### src/hdl/swm_pkg.sv
`timescale 1ns / 1ps
// Shared constants and types of the sliding window maximum unit.
// No dependencies; imported by swm_cell and sliding_window_maximum_unit.
package swm_pkg;

	// Width and reset value of the window size register.
	localparam int          WIN_W      = 7;
	localparam logic [6:0]  WIN_RESET  = 7'd4;

	// Default configuration of the top level.
	localparam int          MAX_WINDOW_DEF  = 64;
	localparam int          SAMPLE_BITS_DEF = 16;

	// Control that the top level hands to every cell of the chain.
	typedef struct packed {
		logic accept;   // a sample beat is taken this cycle
		logic first;    // the beat restarts the sequence
		logic pop;      // the front candidate leaves the window on this beat
		logic shift;    // prune cycle: every cell takes its right neighbor
	} step_ctl_t;

endpackage

### src/hdl/swm_cell.sv
`timescale 1ns / 1ps
// One cell of the candidate chain: holds one candidate (valid, value, age).
// Depends on swm_pkg for the step control struct.
module swm_cell
	import swm_pkg::*;
#(
	parameter int MAX_WINDOW  = MAX_WINDOW_DEF,
	parameter int SAMPLE_BITS = SAMPLE_BITS_DEF
) (
	input  logic                          clk,
	input  logic                          arst_n,
	input  step_ctl_t                     ctl,
	input  logic signed [SAMPLE_BITS-1:0] sample,
	input  logic                          nxt_valid,
	input  logic signed [SAMPLE_BITS-1:0] nxt_value,
	input  logic [$clog2(MAX_WINDOW+1)-1:0] nxt_age,
	input  logic                          prv_keep,
	output logic                          keep,
	output logic                          valid,
	output logic signed [SAMPLE_BITS-1:0] value,
	output logic [$clog2(MAX_WINDOW+1)-1:0] age
);

	localparam int AGE_W = $clog2(MAX_WINDOW + 1);

	logic                          valid_q;
	logic signed [SAMPLE_BITS-1:0] value_q;
	logic [AGE_W-1:0]              age_q;
	logic                          src_valid;
	logic signed [SAMPLE_BITS-1:0] src_value;
	logic [AGE_W-1:0]              src_age;
	logic [AGE_W-1:0]              src_age_inc;

	// On a front pop every candidate moves one place toward the front.
	assign src_valid = ctl.pop ? nxt_valid : valid_q;
	assign src_value = ctl.pop ? nxt_value : value_q;
	assign src_age   = ctl.pop ? nxt_age   : age_q;

	assign src_age_inc = (src_age >= AGE_W'(MAX_WINDOW)) ? src_age : src_age + AGE_W'(1);

	// A valid candidate survives unless the beat restarts the sequence or the new sample is strictly larger.
	assign keep = src_valid && !ctl.first && !(src_value < sample);

	always_ff @(posedge clk or negedge arst_n) begin
		if (!arst_n) begin
			valid_q <= 1'b0;
		end else if (ctl.accept) begin
			valid_q <= keep || prv_keep;
		end else if (ctl.shift) begin
			valid_q <= nxt_valid;
		end
	end

	always_ff @(posedge clk) begin
		if (ctl.accept) begin
			if (keep) begin
				value_q <= src_value;
				age_q   <= src_age_inc;
			end else begin
				value_q <= sample;
				age_q   <= '0;
			end
		end else if (ctl.shift) begin
			value_q <= nxt_value;
			age_q   <= nxt_age;
		end
	end

	assign valid = valid_q;
	assign value = value_q;
	assign age   = age_q;

endmodule

### config.mk
export PLATFORM = sky130hd
export DESIGN_NAME = swm_cell
export DESIGN_NICKNAME = d
export VERILOG_FILES = /design/src/hdl/swm_pkg.sv /design/src/hdl/swm_cell.sv
export SDC_FILE = /design/constraint.sdc
export NUM_CORES = 1
export LEC_CHECK = 0
export ABC_AREA = 0
export BUFFER_PORTS_ARGS = -buffer_cell sky130_fd_sc_hd__buf_2
export CAP_MARGIN = 20
export CORE_MARGIN = 2
export CORE_UTILIZATION = 54
export DETAILED_ROUTE_END_ITERATION = 12
export GPL_TIMING_DRIVEN = 0
export MAX_ROUTING_LAYER = met4
export PLACE_DENSITY_LB_ADDON = 0.1
export SLEW_MARGIN = 20
export SYNTH_ARGS = -nofsm -noshare
export SYNTH_HDL_FRONTEND = slang
export SYNTH_SLANG_ARGS = --single-unit
### constraint.sdc
create_clock -name clk -period 4.72 [get_ports clk]
set_clock_uncertainty 0.2 [all_clocks]
set_input_delay 0.708 -clock clk [delete_from_list [all_inputs] [get_ports clk]]
set_output_delay 0.708 -clock clk [all_outputs]
set_load 0.02 [all_outputs]
==> results of run 1 <==
state kept, by name, indices dropped and copies added, names as in the netlist:
register	flops
age	7
value	16
valid	1
worst max-delay path, cell delays in order:
cell	delay, ps
sky130_fd_sc_hd__buf_2	130
sky130_fd_sc_hd__buf_6	160
sky130_fd_sc_hd__clkbuf_1	410
sky130_fd_sc_hd__mux2_2	410
sky130_fd_sc_hd__ha_1	310
sky130_fd_sc_hd__a211oi_1	230
sky130_fd_sc_hd__o21a_1	150
sky130_fd_sc_hd__o311ai_1	120
sky130_fd_sc_hd__o21ai_4	360
sky130_fd_sc_hd__buf_6	200
sky130_fd_sc_hd__inv_2	50
sky130_fd_sc_hd__buf_2	150
cells by family after synthesis:
| group | Yosys count | share of synthesized area |
|---|---|---|
| AND/OR/NAND/NOR | 50 | 0.110 |
| AO/OA/AOI/OAI | 45 | 0.146 |
| multiplexers | 41 | 0.214 |
| buffers and inverters | 28 | 0.0627 |
| flip-flops | 24 | 0.348 |
| adder cells (fa/ha/maj) | 16 | 0.0974 |
| XOR/XNOR | 5 | 0.0213 |
path summary, 6_finish.rpt:
kind                                 end  slack, ps  depth (start not counted)
min in group asynchronous          valid        550                          2
worst max-delay path                keep        400                         12
worst min-delay path               valid        480                          2
max in group asynchronous          valid       3690                          2
worst min register to register     valid        490                          3
worst max register to register  value[6]       1850                          9
through the flow:
| stage | hold slack, ps | util |
|---|---|---|
| floorplan | 212 | - |
| global placement | 284 | 0.675 |
| detailed placement | 293 | 0.675 |
| CTS | 4.39 | 0.687 |
| global route | 492 | 0.690 |
| finish | 483 | 0.690 |
cells in the final DEF (no fill, tap or decap), drive strengths merged, types with 2 or more instances in the layout:
cell type / n
nand3: 3
mux2: 21
o21a: 2
nor2: 7
mux2i: 20
o21ai: 21
o2bb2ai: 6
edfxtp: 23
o211ai: 2
ha: 16
nand2: 29
a21oi: 4
nand4: 4
o31a: 2
clkbuf: 9
a211oi: 2
nor3: 2
inv: 19
a22oi: 3
nor2b: 2
xnor2: 4
buf: 75
final cells by class:
class	count	area (µm²)
multi-input combinational	157	1210
fill	322	1140
sequential	24	716
timing repair buffer	72	365
inverter	19	71.3
tap	48	60.1
buffer	9	57.6
clock buffer	4	45.0
cell usage after synthesis, types with 2 or more instances:
cell / n / area [µm²]
sky130_fd_sc_hd__o211ai_1: 2 / 15.0
sky130_fd_sc_hd__mux2_2: 20 / 225
sky130_fd_sc_hd__nor2b_1: 2 / 12.5
sky130_fd_sc_hd__ha_1: 16 / 200
sky130_fd_sc_hd__nand4_1: 4 / 25.0
sky130_fd_sc_hd__o21ai_0: 5 / 25.0
sky130_fd_sc_hd__inv_2: 2 / 7.51
sky130_fd_sc_hd__mux2i_1: 20 / 200
sky130_fd_sc_hd__buf_6: 3 / 33.8
sky130_fd_sc_hd__nand2_1: 28 / 105
sky130_fd_sc_hd__o21ai_1: 15 / 75.1
sky130_fd_sc_hd__nor3_1: 2 / 10.0
sky130_fd_sc_hd__o31a_1: 2 / 17.5
sky130_fd_sc_hd__clkbuf_1: 5 / 18.8
sky130_fd_sc_hd__a22oi_1: 3 / 22.5
sky130_fd_sc_hd__nand3_1: 3 / 15.0
sky130_fd_sc_hd__o2bb2ai_1: 6 / 52.6
sky130_fd_sc_hd__a21oi_1: 4 / 20.0
sky130_fd_sc_hd__nor2_1: 7 / 26.3
sky130_fd_sc_hd__o21a_1: 2 / 15.0
sky130_fd_sc_hd__xnor2_1: 4 / 35.0
sky130_fd_sc_hd__a211oi_1: 2 / 15.0
sky130_fd_sc_hd__inv_1: 17 / 63.8
sky130_fd_sc_hd__edfxtp_1: 23 / 691
layer usage:
metal	GRT usage	part of all wire	vias to the layer above
li1	-	-	916
met1	0.286	0.45	815
met2	0.413	0.49	50
met3	0.0240	0.047	7
met4	0.0599	0.011	0
met5	-	0	-
what timing repair did:
action,CTS,global route
hold endpoints to repair,0,1
endpoints found under the setup margin,0,0
hold buffers,0,1
power by group through the flow:
| stage | clock network (µW) | logic, µW | registers [µW] |
|---|---|---|---|
| after detailed placement | 0 | 232 | 278 |
| after global placement | 0 | 229 | 277 |
| final | 130 | 233 | 273 |
| after global routing | 140 | 257 | 276 |
| after CTS | 131 | 234 | 273 |
| after floorplan | 0 | 131 | 305 |
==> results.txt, run 1 <==
The flow ran to the end, and the final reports show no timing, DRC or antenna violations. The total inserted antenna cells is 0. The warning count from the yosys run is 0. The maximum number of buffers from clock root to sink came out at 2. The number of vias after detailed routing came out at 1788. The library cell used as clock root buffer is sky130_fd_sc_hd__clkbuf_8. Data on the critical path is required at its endpoint by about 3800 ps. Cell internal power was estimated by the tool at between 400 and 500 µW.

The combined area of all synthesized cells is 2050 µm². The worst IR drop on VDD came out at approximately 0.00013 V. The post-route non-filler standard cell count came out at 333. OpenSTA, run right after detailed placement, puts the worst setup slack at approximately 400 ps. The overall global routing resource usage is 0.234. The synthesized area divided by synthesized cell count came out at 9.83 µm².

The worst setup path is captured at an output port. The design draws 636 µW. The origin of the worst setup path is ctl[1]. The congestion estimate from routability-driven global placement came to 0.747. The post-CTS setup buffer count came out at 0.

The power per standard cell area came out at ~250 nW/µm². The number of pins with negative max-slew slack in the final report came to 0. The net count after synthesis came out at 272. The max-cap check violation count came out at 0. Setup repair after global routing left no endpoint under its margin. The number of iterations in the first detailed-routing pass is 4. The portion of total power attributed to sequential cells is 0.430. The number of distinct library cell variants in the gate-level netlist after synthesis came out at 36.

Of the available clock period, the critical path in the final layout requires 0.915. The number of remaining DRC errors came out at 0. In this run the most critical hold path is launched from prv_keep. The clock period minus final worst setup slack is about 4300 ps. The number of placement rows is 22.

The total overflow reported by the global router is 0. The relative contribution of the clock network to total power is 0.204. The number of antenna-violating nets in the routed design is 0. The share of total power dissipated in combinational logic is 0.366. Of the synthesized area, sequential elements account for 0.348. The reg-to-reg startpoint is value[7]. Setup violations remaining at the end of the flow were counted as 0. The post-layout worst setup margin is 403 ps. The vias per cell came out at 5.37. The boundary pin count is ~70.

Of the cells placed in the final design, the portion with a size suffix greater than 1 is 0.368. In this run, post-CTS repair resized a total of 0 instances. In this run the worst path has a maximum fanout of 10. The number of synthesized register bits is 24. The finished layout cell area came out at 2520 µm².

CTS built an H-tree with a depth of 1. The total placed cells including tap cells came out at 328. The latest clock arrival within the worst-skew pair is 270 ps.

The number of sinks handled by clock tree synthesis came out at 24. The mean routed wirelength per cell is 14.3 µm. The worst setup path is launched from a primary input.

For the pin with the worst max-slew slack, the measured transition is 572 ps. The routed wire length is 4.76 mm. In the synthesized netlist the dominant register cell turns out to be sky130_fd_sc_hd__edfxtp_1.

The number of instances in the synthesized netlist came out at 209. The initial DRC count is 61. The floorplan step set the die height to 65.7 µm. The count of final hold-check violations is 0.

The type of the tightest min-delay check is primary input to flip-flop. The number of enable flip-flop cells after synthesis is 23. The total cell area at the placement stage is 2470 µm². The switching power share of the total is 0.334. The analysis attributes to cell leakage a power of 0.00125 µW. TritonCTS built the clock tree. The detailed placer's ending HPWL came out at about 3.6 mm. The post-synthesis to final-layout area growth came out at 22.9%. The switching power is 212 µW. The number of global-route vias before repair is 1679. The horizontal extent of the die came out at 65.7 µm. The first-pass GRT wire length came out at 7.60 mm. The region available for standard cell placement spans 3660 µm².

Adding up every negative setup slack in the final design gives 0 ps. The largest net degree at the start of global routing came out at 24. STA puts the critical path data arrival time at 3410 ps.

The critical path is of the primary input to output port type. Buffers inserted during clock tree synthesis total 3. The initial utilization of the core area, before any placement, comes to 0.561. The port buffer count came out at 71.

The worst pin sits at a relative slew slack of 0.619. Clock-pin slew was measured on the worst setup and hold paths at 90 ps. The proportion of synthesized flip-flops having asynchronous set or reset is 0.0417.

The peak clock frequency supported by timing came out at 232 MHz. The die area came out at 4310 µm². The net count of the finished layout is 349. The initial antenna violation count is 0.
Power figures use the tool's default switching activity.
==> inputs of run 2 (changes only) <==
--- a/config.mk
+++ b/config.mk
@@ -5,11 +5,11 @@
 export SDC_FILE = /design/constraint.sdc
 export NUM_CORES = 1
 export LEC_CHECK = 0
-export ABC_AREA = 0
+export ABC_AREA = 1
 export BUFFER_PORTS_ARGS = -buffer_cell sky130_fd_sc_hd__buf_2
 export CAP_MARGIN = 20
 export CORE_MARGIN = 2
-export CORE_UTILIZATION = 54
+export CORE_UTILIZATION = 55
 export DETAILED_ROUTE_END_ITERATION = 12
 export GPL_TIMING_DRIVEN = 0
 export MAX_ROUTING_LAYER = met4
==> constraint.sdc (replaced) <==
create_clock -name clk -period 5.57 [get_ports clk]
set_clock_uncertainty 0.2 [all_clocks]
set_input_delay 0.8355 -clock clk [delete_from_list [all_inputs] [get_ports clk]]
set_output_delay 0.8355 -clock clk [all_outputs]
set_load 0.02 [all_outputs]
==> results.txt, run 2 <==
The number of placement rows came to 23 (was 22). The peak clock frequency supported by timing came out at 223 MHz. The type of the tightest min-delay check is primary input to async pin (was primary input to flip-flop). The finished layout cell area came to 2700 µm² (was 2520 µm²). The top-area cell type share of the netlist area came out at 0.311 (was 0.336). The worst slew margin relative to its limit came out at 0.378 (was 0.619). The overall global routing resource usage came out at 0.254 (was 0.234). The number of iterations in the first detailed-routing pass came to 4 (unchanged). The max-cap check violation count came out at 0 (unchanged). The total negative slack is 0 ps (unchanged). Commonest cells after routing, fill and taps aside: 85 x sky130_fd_sc_hd__nand2_1, 74 x sky130_fd_sc_hd__buf_2, 47 x sky130_fd_sc_hd__inv_1 (was 72 x sky130_fd_sc_hd__buf_2, 28 x sky130_fd_sc_hd__nand2_1, 23 x sky130_fd_sc_hd__edfxtp_1). The initial antenna violation count came out at 0 (unchanged). The port buffer count came out at 69 (was 71). Counting I/O delays and the setup requirement, the final critical path takes 4480 ps. The total inserted antenna cells is 0 (unchanged). Ranking of synthesized cells by instance count: 85 x sky130_fd_sc_hd__nand2_1, 47 x sky130_fd_sc_hd__inv_1, 23 x sky130_fd_sc_hd__edfxtp_1 (was 28 x sky130_fd_sc_hd__nand2_1, 23 x sky130_fd_sc_hd__edfxtp_1, 20 x sky130_fd_sc_hd__mux2_2, 20 x sky130_fd_sc_hd__mux2i_1, 17 x sky130_fd_sc_hd__inv_1). The worst IR drop on VDD is 0.000142 V (was 0.000126 V). The combined area of all synthesized cells is 2220 µm² (was 2050 µm²). The final estimated routing congestion in global placement came out at 0.944 (was 0.747). The number of enable flip-flop cells after synthesis came out at 23 (unchanged).

The power per standard cell area came out at 227 nW/µm² (was 252 nW/µm²). The warning count from the yosys run is 0 (unchanged). The reg2reg setup slack came out at 2700 ps (was 1850 ps). The dominant cell type by area after synthesis is sky130_fd_sc_hd__edfxtp_1 (unchanged).

The horizontal extent of the die came out at 67.6 µm (was 65.7 µm). The die height is 67.6 µm (was 65.7 µm). The critical-path maximum fanout is 10 (unchanged). The library cell used as clock root buffer is sky130_fd_sc_hd__clkbuf_8 (unchanged). The element type at the critical path end was an output port (unchanged). The number of sinks handled by clock tree synthesis was 24 (unchanged). The mean routed wirelength per cell is 12.9 µm (was 14.3 µm). The static power due to leakage came out at 0.00147 µW (was 0.00125 µW). The vias per cell came to 5.19 (was 5.37). The boundary pin count is 72 (unchanged). The number of global-route vias before repair came to 1980 (was 1679).

The startpoint kind of the worst setup timing path is a primary input (unchanged). The ratio of cells with drive above 1 in the final layout came out at 0.301 (was 0.368). The total cell area at the placement stage is 2630 µm² (was 2470 µm²). The measured slew at the worst slew-check pin was 932 ps (was 572 ps).

The floorplan core area came to 3940 µm² (was 3660 µm²). Run status: completed (unchanged). The quantity of hold-fixing buffers added after cts came out at 0 (unchanged). The number of instances in the synthesized netlist came to 303 (was 209). The number of synthesized register bits is 24 (unchanged).

The most common cell after layout, fill and taps aside is sky130_fd_sc_hd__nand2_1 (was sky130_fd_sc_hd__buf_2). The required time of the critical path came out at 4530 ps (was 3810 ps). RSZ-0062 raised after global routing: false (unchanged). The die area is 4560 µm² (was 4310 µm²).

The final worst-path cycle share came out at 0.804. The clock tree from TritonCTS is built (unchanged). The first-pass GRT wire length came out at 8.60 mm (was 7.60 mm). The class of the most critical setup path is primary input to output port (unchanged). The synthesized area divided by synthesized cell count is 7.33 µm² (was 9.83 µm²). The clock buffer count from CTS is 3 (unchanged).

The share of the yosys chip area belonging to registers came out at 0.322 (was 0.348). The signal arrival time at the worst endpoint is 3440 ps (was 3410 ps). The most common cell in the netlist is sky130_fd_sc_hd__nand2_1 (unchanged).

The count of final hold-check violations is 0 (unchanged). The number of nets in the finished design is 440 (was 349). The effective utilization at floorplan came out at 0.564 (was 0.561).

The detailed placer's ending HPWL is 4.21 mm (was 3.61 mm). The number of H-tree branching levels was 1 (unchanged). The number of remaining DRC errors came out at 0 (unchanged). The maximum number of buffers from clock root to sink came out at 2 (unchanged). The routed wire length came to 5.52 mm (was 4.76 mm). The post-CTS setup buffer count came out at 0 (unchanged). Leading cell types by total area after synthesis: sky130_fd_sc_hd__edfxtp_1 31%, sky130_fd_sc_hd__nand2_1 14%, sky130_fd_sc_hd__ha_1 9.0% (was sky130_fd_sc_hd__edfxtp_1 34%, sky130_fd_sc_hd__mux2_2 11%, sky130_fd_sc_hd__ha_1 9.7%).

The post-cts sizing count is 0 (unchanged). The depth of the worst register-to-register path is 14 (was 9). The number of antenna-violating nets in the routed design came to 0 (unchanged). The number of vias after detailed routing was 2213 (was 1788). The number of pins with negative max-slew slack in the final report came to 0 (unchanged). The post-synthesis to final-layout area growth is 21.6% (was 22.9%). The number of distinct library cell variants in the gate-level netlist after synthesis was 33 (was 36). The main flop type after synthesis is sky130_fd_sc_hd__edfxtp_1 (unchanged). The proportion of synthesized flip-flops having asynchronous set or reset is 0.0417 (unchanged). The number of setup violations in the final report came to 0 (unchanged). The latest clock arrival within the worst-skew pair came to 270 ps (about the same). The total overflow reported by the global router came out at 0 (unchanged). The flip-flop count of the largest register, all copies and words added came out at 16 (unchanged). The total of fill cells in the finished design came out at 357 (was 322).

The initial DRC count is 115 (was 61). The largest net degree at the start of global routing is 24 (unchanged). The register clock-pin slew on the reported worst setup and hold paths came to 100 ps (was 90 ps). The net count after synthesis came to 366 (was 272).
[run 2: changes by cell type in the layout (fill, tap and decap cells not counted), sizes merged, moves of 15 or more]
cell   delta
nand2    +68
inv      +29
nand3    +17
mux2i    -16
or2      +15
mux2     -21
[run 2: worst max-delay path, stage by stage]
cell and delay (ps):
sky130_fd_sc_hd__buf_6 120, sky130_fd_sc_hd__inv_4 70, sky130_fd_sc_hd__clkbuf_1 200, sky130_fd_sc_hd__or2_2 310, sky130_fd_sc_hd__o21ai_0 110, sky130_fd_sc_hd__inv_1 70, sky130_fd_sc_hd__ha_1 340, sky130_fd_sc_hd__nand2_1 110
sky130_fd_sc_hd__inv_1 50, sky130_fd_sc_hd__nand3_1 90, sky130_fd_sc_hd__inv_1 50, sky130_fd_sc_hd__a21oi_1 250, sky130_fd_sc_hd__nand3_2 240, sky130_fd_sc_hd__nand3_4 240, sky130_fd_sc_hd__buf_8 180, sky130_fd_sc_hd__inv_1 40
sky130_fd_sc_hd__buf_2 150
[run 2: area by class of cell]
| class | count | area (µm²) | share of cell area |
|---|---|---|---|
| buffer | 12 | 70.1 | 0.0259 |
| clock buffer | 3 | 41.3 | 0.0153 |
| clock inverter | 1 | 30.0 | 0.0111 |
| inverter | 50 | 190 | 0.0704 |
| multi-input combinational | 217 | 1250 | 0.461 |
| sequential | 24 | 716 | 0.265 |
| tap | 50 | 62.6 | 0.0232 |
| timing repair buffer | 69 | 345 | 0.128 |
[run 2: through the flow]
stage	utilization	power (µW)	hold WS (ps)	setup slack, ps	instances
after floorplan	-	389	340	1570	303
after global placement	0.667	453	309	1150	422
after detailed placement	0.667	457	303	1130	422
after CTS	0.685	613	113	1130	426
after global routing	0.685	648	103	931	426
final	0.685	612	113	1090	426
[run 2: cell families after synthesis]
logic type	synth area share
AO/OA/AOI/OAI	0.0794
multiplexers	0.0180
AND/OR/NAND/NOR	0.354
buffers and inverters	0.117
adder cells (fa/ha/maj)	0.0901
XOR/XNOR	0.0197
flip-flops	0.322
[run 2: final timing paths]
check | end | from
hold reg to reg | valid | valid
min in group clk | valid | valid
max in group asynchronous | valid | arst_n
hold / removal | valid | arst_n
setup reg to reg | value[8] | value[15]
setup / recovery | keep | ctl[1]
[run 2: per-layer routing]
metal / up-vias / GRT usage / part of all wire
li1: 1132 / - / -
met5: - / - / 0
met3: 4 / 0.0383 / 0.075
met4: 0 / 0.0536 / 0.0069
met1: 993 / 0.333 / 0.44
met2: 84 / 0.414 / 0.48
[run 2: power breakdown]
group | switching [µW] | total (µW) | internal [µW]
Sequential | 9.28 | 231 | 221
Combinational | 142 | 224 | 81.7
Clock | 61.4 | 158 | 96.2
==> inputs of run 3 (changes only) <==
--- a/config.mk
+++ b/config.mk
@@ -9,7 +9,7 @@
 export BUFFER_PORTS_ARGS = -buffer_cell sky130_fd_sc_hd__buf_2
 export CAP_MARGIN = 20
 export CORE_MARGIN = 2
-export CORE_UTILIZATION = 55
+export CORE_UTILIZATION = 52
 export DETAILED_ROUTE_END_ITERATION = 12
 export GPL_TIMING_DRIVEN = 0
 export MAX_ROUTING_LAYER = met4
==> constraint.sdc (replaced) <==
create_clock -name clk -period 4.35 [get_ports clk]
set_clock_uncertainty 0.2 [all_clocks]
set_input_delay 0.6525 -clock clk [delete_from_list [all_inputs] [get_ports clk]]
set_output_delay 0.6525 -clock clk [all_outputs]
set_load 0.02 [all_outputs]
==> results.txt, run 3 (same netlist as run 2, synthesis figures left out) <==
The number of vias after detailed routing came out at 2146 (was 2213). The max-cap check violation count is 0 (unchanged). The largest net degree at the start of global routing was 24 (unchanged). The mean routed wirelength per cell came out at 12.5 µm (was 12.9 µm). The worst hold slack after final layout was 330 ps (was 113 ps). The total of fill cells in the finished design was 376 (was 357). The busiest layer in global routing is met2 (unchanged). The latest clock arrival within the worst-skew pair was 280 ps (was 270 ps). The clock period minus final worst setup slack is 4100 ps. The post-synthesis to final-layout area growth is 20.8% (was 21.6%).

The number of iterations in the first detailed-routing pass came to 4 (unchanged). The number of H-tree branching levels is 1 (unchanged). The biggest cell delay along the critical path is 330 ps (was 340 ps). The static power due to leakage is 0.00146 µW (was 0.00147 µW).

The critical-path maximum fanout was 10 (unchanged). Ordered list of cells on the worst path: buf_6 > inv_4 > clkbuf_1 > or2_2 > o21ai_0 > inv_1 > ha_1 > nand2_1 > inv_1 > nand3_1 > inv_1 > a21oi_1 > nand3_2 > nand3_4 > buf_8 > inv_1 > buf_2 (unchanged). The number of antenna-violating nets in the routed design came out at 0 (unchanged). The detailed placer's ending HPWL came to 3.99 mm (was 4.21 mm). The routed wire length is 5.33 mm (was 5.52 mm). The class of the most critical setup path is primary input to output port (unchanged). The power per standard cell area is 270 nW/µm² (was 227 nW/µm²). The post-CTS setup buffer count was 0 (unchanged). The number of sinks handled by clock tree synthesis is 24 (unchanged). The master of the slowest instance on the critical path is sky130_fd_sc_hd__or2_2 (was sky130_fd_sc_hd__ha_1). The signal arrival time at the worst endpoint is 3240 ps (was 3440 ps). The maximum number of buffers from clock root to sink is 2 (unchanged). The total negative slack is 0 ps (unchanged). The register clock-pin slew on the reported worst setup and hold paths came to 90 ps (was 100 ps). The met1 track utilization from global routing came out at 0.325 (was 0.333). The number of pins with negative max-slew slack in the final report is 0 (unchanged).

The count of final hold-check violations came to 0 (unchanged). The end-of-flow core utilization is 0.662 (was 0.685). The reg2reg setup slack is 1520 ps (was 2700 ps). RSZ-0062 raised after global routing: false (unchanged).

The number of setup violations in the final report came to 0 (unchanged). The measured slew at the worst slew-check pin is 969 ps (was 932 ps). The horizontal extent of the die is 69.4 µm (was 67.6 µm). The library cell used as clock root buffer is sky130_fd_sc_hd__clkbuf_8 (unchanged). The overall power after layout came out at 724 µW (was 612 µW). The finished layout cell area came out at 2690 µm² (was 2700 µm²).

The first-pass GRT wire length came out at 8.83 mm (was 8.60 mm). The clock tree from TritonCTS is built (unchanged). The cell type with the highest occurrence count on the critical path was sky130_fd_sc_hd__inv_1 (unchanged).

The most common cell after layout, fill and taps aside is sky130_fd_sc_hd__nand2_1 (unchanged). The clock buffer count from CTS was 3 (unchanged). The total overflow reported by the global router came out at 0 (unchanged). Commonest cells after routing, fill and taps aside: 85 x sky130_fd_sc_hd__nand2_1, 74 x sky130_fd_sc_hd__buf_2, 47 x sky130_fd_sc_hd__inv_1 (unchanged).

Dividing the final minimum period by the clock period gives 0.942. The die area is 4810 µm² (was 4560 µm²). The worst IR drop on VDD is 0.000132 V (was 0.000142 V).

The post-cts sizing count is 0 (unchanged). The vias per cell came out at 5.03 (was 5.19). The effective utilization at floorplan is 0.548 (was 0.564).

Run status: completed (unchanged). The number of global-route vias before repair was 1994 (was 1980). The final estimated routing congestion in global placement came out at 0.846 (was 0.944). The total cell area at the placement stage came out at 2630 µm² (unchanged). The required time of the critical path is 3500 ps (was 4530 ps). The global routing usage on met3 came out at 0.0233 (was 0.0383).

The total inserted antenna cells came out at 0 (unchanged). The type of the tightest min-delay check is flip-flop to flip-flop (was primary input to async pin). The startpoint kind of the worst setup timing path is a primary input (unchanged). The initial antenna violation count is 0 (unchanged). The flip-flop count of the largest register, all copies and words added came out at 16 (unchanged). The port buffer count was 69 (unchanged).

Based on the critical path, the design can be clocked at up to around 240 MHz. The die height came out at 69.4 µm (was 67.6 µm). The met2 track demand over resource came out at 0.354 (was 0.414). The ratio of cells with drive above 1 in the final layout is 0.297 (was 0.301). The number of remaining DRC errors is 0 (unchanged). The initial DRC count came to 175 (was 115).

The floorplan core area came out at 4060 µm² (was 3940 µm²). The boundary pin count was 72 (unchanged). The overall global routing resource usage came out at 0.228 (was 0.254). The worst slew margin relative to its limit is 0.353 (was 0.378).

The number of nets in the finished design is 441 (was 440). The element type at the critical path end is an output port (unchanged). The number of placement rows came out at 23 (unchanged).
## run 3: cell type report
cell class	instances	area, µm²	share of cell area
buffer	12	70.1	0.0261
multi-input combinational	217	1250	0.464
tap	50	62.6	0.0233
sequential	24	716	0.267
inverter	50	190	0.0708
timing repair buffer	70	355	0.132
clock buffer	4	45.0	0.0168
## run 3: path summary, 6_finish.rpt
check                           endpoint       from  cells past startpoint
worst max-delay path                keep     ctl[1]                     17
worst min-delay path               valid      valid                      2
worst max register to register  value[9]  value[15]                     14
worst min register to register     valid      valid                      2
max in group asynchronous          valid     arst_n                      2
min in group asynchronous          valid     arst_n                      2
## run 3: per-layer routing
| metal | vias up | part of all wire |
|---|---|---|
| met2 | 78 | 0.44 |
| li1 | 1137 | - |
| met3 | 5 | 0.062 |
| met1 | 926 | 0.48 |
| met4 | 0 | 0.010 |
| met5 | - | 0 |
## run 3: per-stage QoR
stage | cells | setup slack [ps]
final | 427 | 253
after global routing | 427 | 31.5
after CTS | 427 | 242
after detailed placement | 422 | 259
after global placement | 422 | 275
after floorplan | 303 | 720
## run 3: critical path, delay by kind of cell
kind / cells / cell delay [ps]
AND/OR/NAND/NOR: 5 / 960
buffers and inverters: 9 / 940
AO/OA/AOI/OAI: 2 / 370
adder cells (fa/ha/maj): 1 / 330
## run 3: where the power goes
part | switching, µW | internal (µW)
Combinational | 178 | 105
Clock | 80.1 | 65.8
Sequential | 11.3 | 283
## run 3: what timing repair did
action / in CTS / in global routing
endpoints found under the hold margin: 1 / 0
hold buffers: 1 / 0
endpoints found under the setup margin: 0 / 0
